<file path="src/design/cbf_ram.sv">
// Generic single-write, single-read RAM with registered read data.
module cbf_ram #(
    parameter int WIDTH = 8,
    parameter int DEPTH = 256
) (
    input  logic                     clk,
    input  logic                     we,
    input  logic [$clog2(DEPTH)-1:0] waddr,
    input  logic [WIDTH-1:0]         wdata,
    input  logic [$clog2(DEPTH)-1:0] raddr,
    output logic [WIDTH-1:0]         rdata
);

    logic [WIDTH-1:0] mem [DEPTH];

    always_ff @(posedge clk)
    begin
        if (we)
        begin
            mem[waddr] <= wdata;
        end
        rdata <= mem[raddr];
    end

endmodule

</file>
<file path="config.mk">
export PLATFORM = sky130hd
export DESIGN_NAME = cbf_ram
export DESIGN_NICKNAME = d
export VERILOG_FILES = /design/src/design/cbf_ram.sv
export SDC_FILE = /design/constraint.sdc
export NUM_CORES = 2
export LEC_CHECK = 0
export BUFFER_PORTS_ARGS = -buffer_cell sky130_fd_sc_hd__buf_2
export CAP_MARGIN = 10
export CORE_MARGIN = 2
export CORE_UTILIZATION = 30
export DETAILED_ROUTE_END_ITERATION = 8
export PLACE_DENSITY_LB_ADDON = 0.12
export SETUP_SLACK_MARGIN = 0.4
export SLEW_MARGIN = 20
export SYNTH_ARGS = -nofsm -noshare
export SYNTH_HDL_FRONTEND = slang
export SYNTH_SLANG_ARGS = --single-unit
export TNS_END_PERCENT = 100
</file>
<file path="constraint.sdc">
create_clock -name clk -period 5.95 [get_ports clk]
set_input_delay 1.19 -clock clk [delete_from_list [all_inputs] [get_ports clk]]
set_output_delay 1.19 -clock clk [all_outputs]
set_load 0.02 [all_outputs]
</file>
# Yosys cells after proc, flatten, opt, wreduce, memory -nomap -nowiden
# Memories as Yosys holds them, arrays and structs flattened. A register that Yosys moved wholly into a read port is not among the register bits.
# Index checks and enable logic that the tools add are counted.
# word_totals
memories	1
ramBits	2048
input_bits	26
regBits	0
output_inout_bits	8
elab_cells	3
# memory_table
memory	words	width	rd	rd_ports_with_merged_regs	write_ports	line	text
mem	256	8	1	1	1	14	logic [WIDTH-1:0] mem [DEPTH];
# classes
n_mux	2
# ops
cell	count
1-bit two-way mux	2

# Logic depth before layout (Yosys ltp)
# logic_depth
depth_word	2
ltp_mapped	11
mapped_depth_nobuf	6

# Worst setup path after synthesis
# OpenSTA, ideal clock, no wires.
# synth_path
path_kind	input to register
startpoint	input raddr[0]
endpoint	register rdata[2] (read register of mem)
required_ns	5.819
path_slack_ns	2.822
cell_stages	9
setup_time_ns	0.131
t_arrival_ns	2.997
n_path_buf	4
cell_sequence	buf_6 -> buf_12 -> buf_8 -> buf_2 -> mux4_2 -> a22oi_1 -> a21oi_1 -> nor4_1 -> nor4_2
# synth_lines
item	line	text
start: declaration	10	input logic [$clog2(DEPTH)-1:0] raddr,
end: declaration	11	output logic [WIDTH-1:0] rdata

==> out/results.ini <==
[drt]
drt_iter0_drc = 3714
drc = 0
avgViaCountPerCell = 5.01
vias = 38309
first_pass_iters = 5
wire_per_inst_um = 30.4
ant_nets = 0
wl_um = 233000

[critical_path]
cpPeakStageDelay_ps = 890
start_kind = primary input
cp_common_cell = buf_4
cp.arrival_ps = 4800
end_kind = flop
critPathKind = primary input to flop
path_cells = buf_8 -> buf_4 -> nand3b_1 -> buf_4 -> o22ai_1 -> o21ai_0 -> nand3_1 -> nor4_1 -> buf_4 -> nor4_1
critPathTopFamily = buffers and inverters
crit_slowest_cell = nor4_1
r2r_setup_slack_ps = 3110
critical_path_required_ps = 6660
critPathMaxFanout = 55
crit_buf_inv = 4

[synthesis]
synth_area_mm2 = 0.0796
netlist_instances = 3733
seq_area_frac_synth_pct = 77.5
synth_ff_type = edfxtp_1
synth.avg_cell_area_um2 = 21.3
synth_warnings = 0
synthesis.nets = 3759
synth_seq_cells = 2056
synth-edff-count = 2048
async_flop_share_pct = 0
synth_cell_types = 55

[global_route]
grt_start_max_net_pins = 147
grt_use_total_pct = 17.1
grt_pass1_vias = 39796
grt_pass1_wl_um = 325000
grt_overflow_total = 0
grt_antenna_before_repair = 9

[clock_network]
clk_pin_slew_worst_paths_ps = 60
tritoncts = done
ctsHtreeMaxLevel = 4
cts_buffer_depth = 3
cts_resized = 0
cts_buffers = 222
cts_sinks = 2056
clockRootBuffer = clkbuf_16
cts_setup_buffers = 0
cts-hold-fix-buffers = 0
clk_latency_ps = 860

[layout]
regArea_mm2 = 0.0617
final_cell_area_mm2 = 0.0914
final_nets = 3948
multi_input_area_mm2 = 0.0166
area_growth_pct = 14.9
layout-drive-gt1-share_pct = 24.2
fillers = 24928

[floorplanning]
ioPinCount = 34
coreArea_mm2 = 0.264
die_area_mm2 = 0.269
row_count = 189
start_util_pct = 30.1
die_y_um = 519
dieWidth_um = 519

[timing]
finalHoldViolCount = 0
tightest_slew_ps = 1150
period_minus_slack_ps = 4090
fmax_mhz = 244
setup_viol = 0
setup_ws_ps = 1860
relSlewSlack_pct = 23.6
grt_setup_unrepaired = false
fin_skew_ps = 41.1
setup_tns_ps = 0
fin_crit_sh_pct = 68.8
finalMaxSlewViolations = 0
fin_hold_ws_ps = 746

[worst_hold_path]
hp-class = primary input to flop

[status]
status = completed

[power_and_ir_drop]
power_mw = 30.8
power.leakage_nw = 27.8
vdd.ir_drop.worst_v = 0.000322
p_per_area_mw_per_mm2 = 337

[place]
place_area_mm2 = 0.0845
io_buffers = 33
dp_hpwl_um = 143000
pre_cts_slack_ps = 978
finalWeightedCongestion = 0.764

[job]
cap_violations = 0

-- report_power, final --
group | internal [mW] | total [mW] | switching, mW
Sequential | 16.0 | 16.0 | 0.0343
Clock | 7.39 | 13.2 | 5.85
Combinational | 0.500 | 1.54 | 1.04
-- final timing paths --
| check | startpoint | end | cells after the start |
|---|---|---|---|
| setup reg to reg | mem[101][1] | rdata[1] | 6 |
| setup / recovery | raddr[1] | rdata[7] | 10 |
| hold reg to reg | mem[40][3] | rdata[3] | 7 |
| hold / removal | wdata[2] | mem[241][2] | 1 |
-- logic make-up after synthesis --
| family | synth area share, % |
|---|---|
| simple gates | 2.63 |
| mux | 14.6 |
| buf+inv | 1.83 |
| flops | 77.5 |
| compound gates | 3.42 |
-- sequential cells by signal (all words and copies together), names as in the netlist --
| signal | flops |
|---|---|
| rdata | 8 |
| mem | 2048 |
-- layer usage --
layer  share of wire (%)  global-route usage (%)  vias to the layer above
met5                   0                       0                        -
met4                 1.5                    3.19                        0
met3                 4.3                    2.57                      267
met2                  49                    28.3                      900
met1                  45                    23.9                    21050
li1                    -                       -                    16092
-- cells in the final DEF, fill, tap and decap left out, types with 43 or more instances in the layout --
cell type	instances
a21oi_1	96
a22oi_1	133
buf_4	143
clkbuf_1	43
clkbuf_16	222
clkinv_1	66
clkinv_2	44
edfxtp_1	2048
mux2i_1	134
mux4_2	454
nor2_1	275
o221ai_1	46
-- Yosys cell counts, types with 21 or more instances --
master	count	share of area [%]
a21oi_1	96	0.60
a22oi_1	133	1.3
buf_1	22	0.10
buf_2	31	0.20
buf_4	27	0.25
buf_6	21	0.30
clkbuf_1	111	0.52
edfxtp_1	2048	77
mux2i_1	134	1.7
mux4_2	454	13
nand2_1	33	0.16
nand3_1	34	0.21
nor2_1	282	1.3
nor2b_1	31	0.24
nor3_1	22	0.14
nor4_1	24	0.19
o221ai_1	46	0.51
o22ai_1	28	0.22
-- per-stage QoR --
stage | instances | util [%]
4_1_cts | 7640 | 34.6
6_report | 7644 | 34.6
2_1_floorplan | 3733 | -
3_3_place_gp | 7226 | 31.9
3_5_place_dp | 7231 | 31.9
5_1_grt | 7642 | 34.6
-- final cells by class --
cell class              instances  area share (%)
diodes                          4          0.0109
clock buffers                 265            6.25
clock inverters               144            1.35
inverters                       2         0.00821
multi-input cells            1442            18.1
flip-flops and latches       2056            67.4
well taps                    3533            4.84
repair buffers                198            1.97
(Power assumes the default switching activity.)
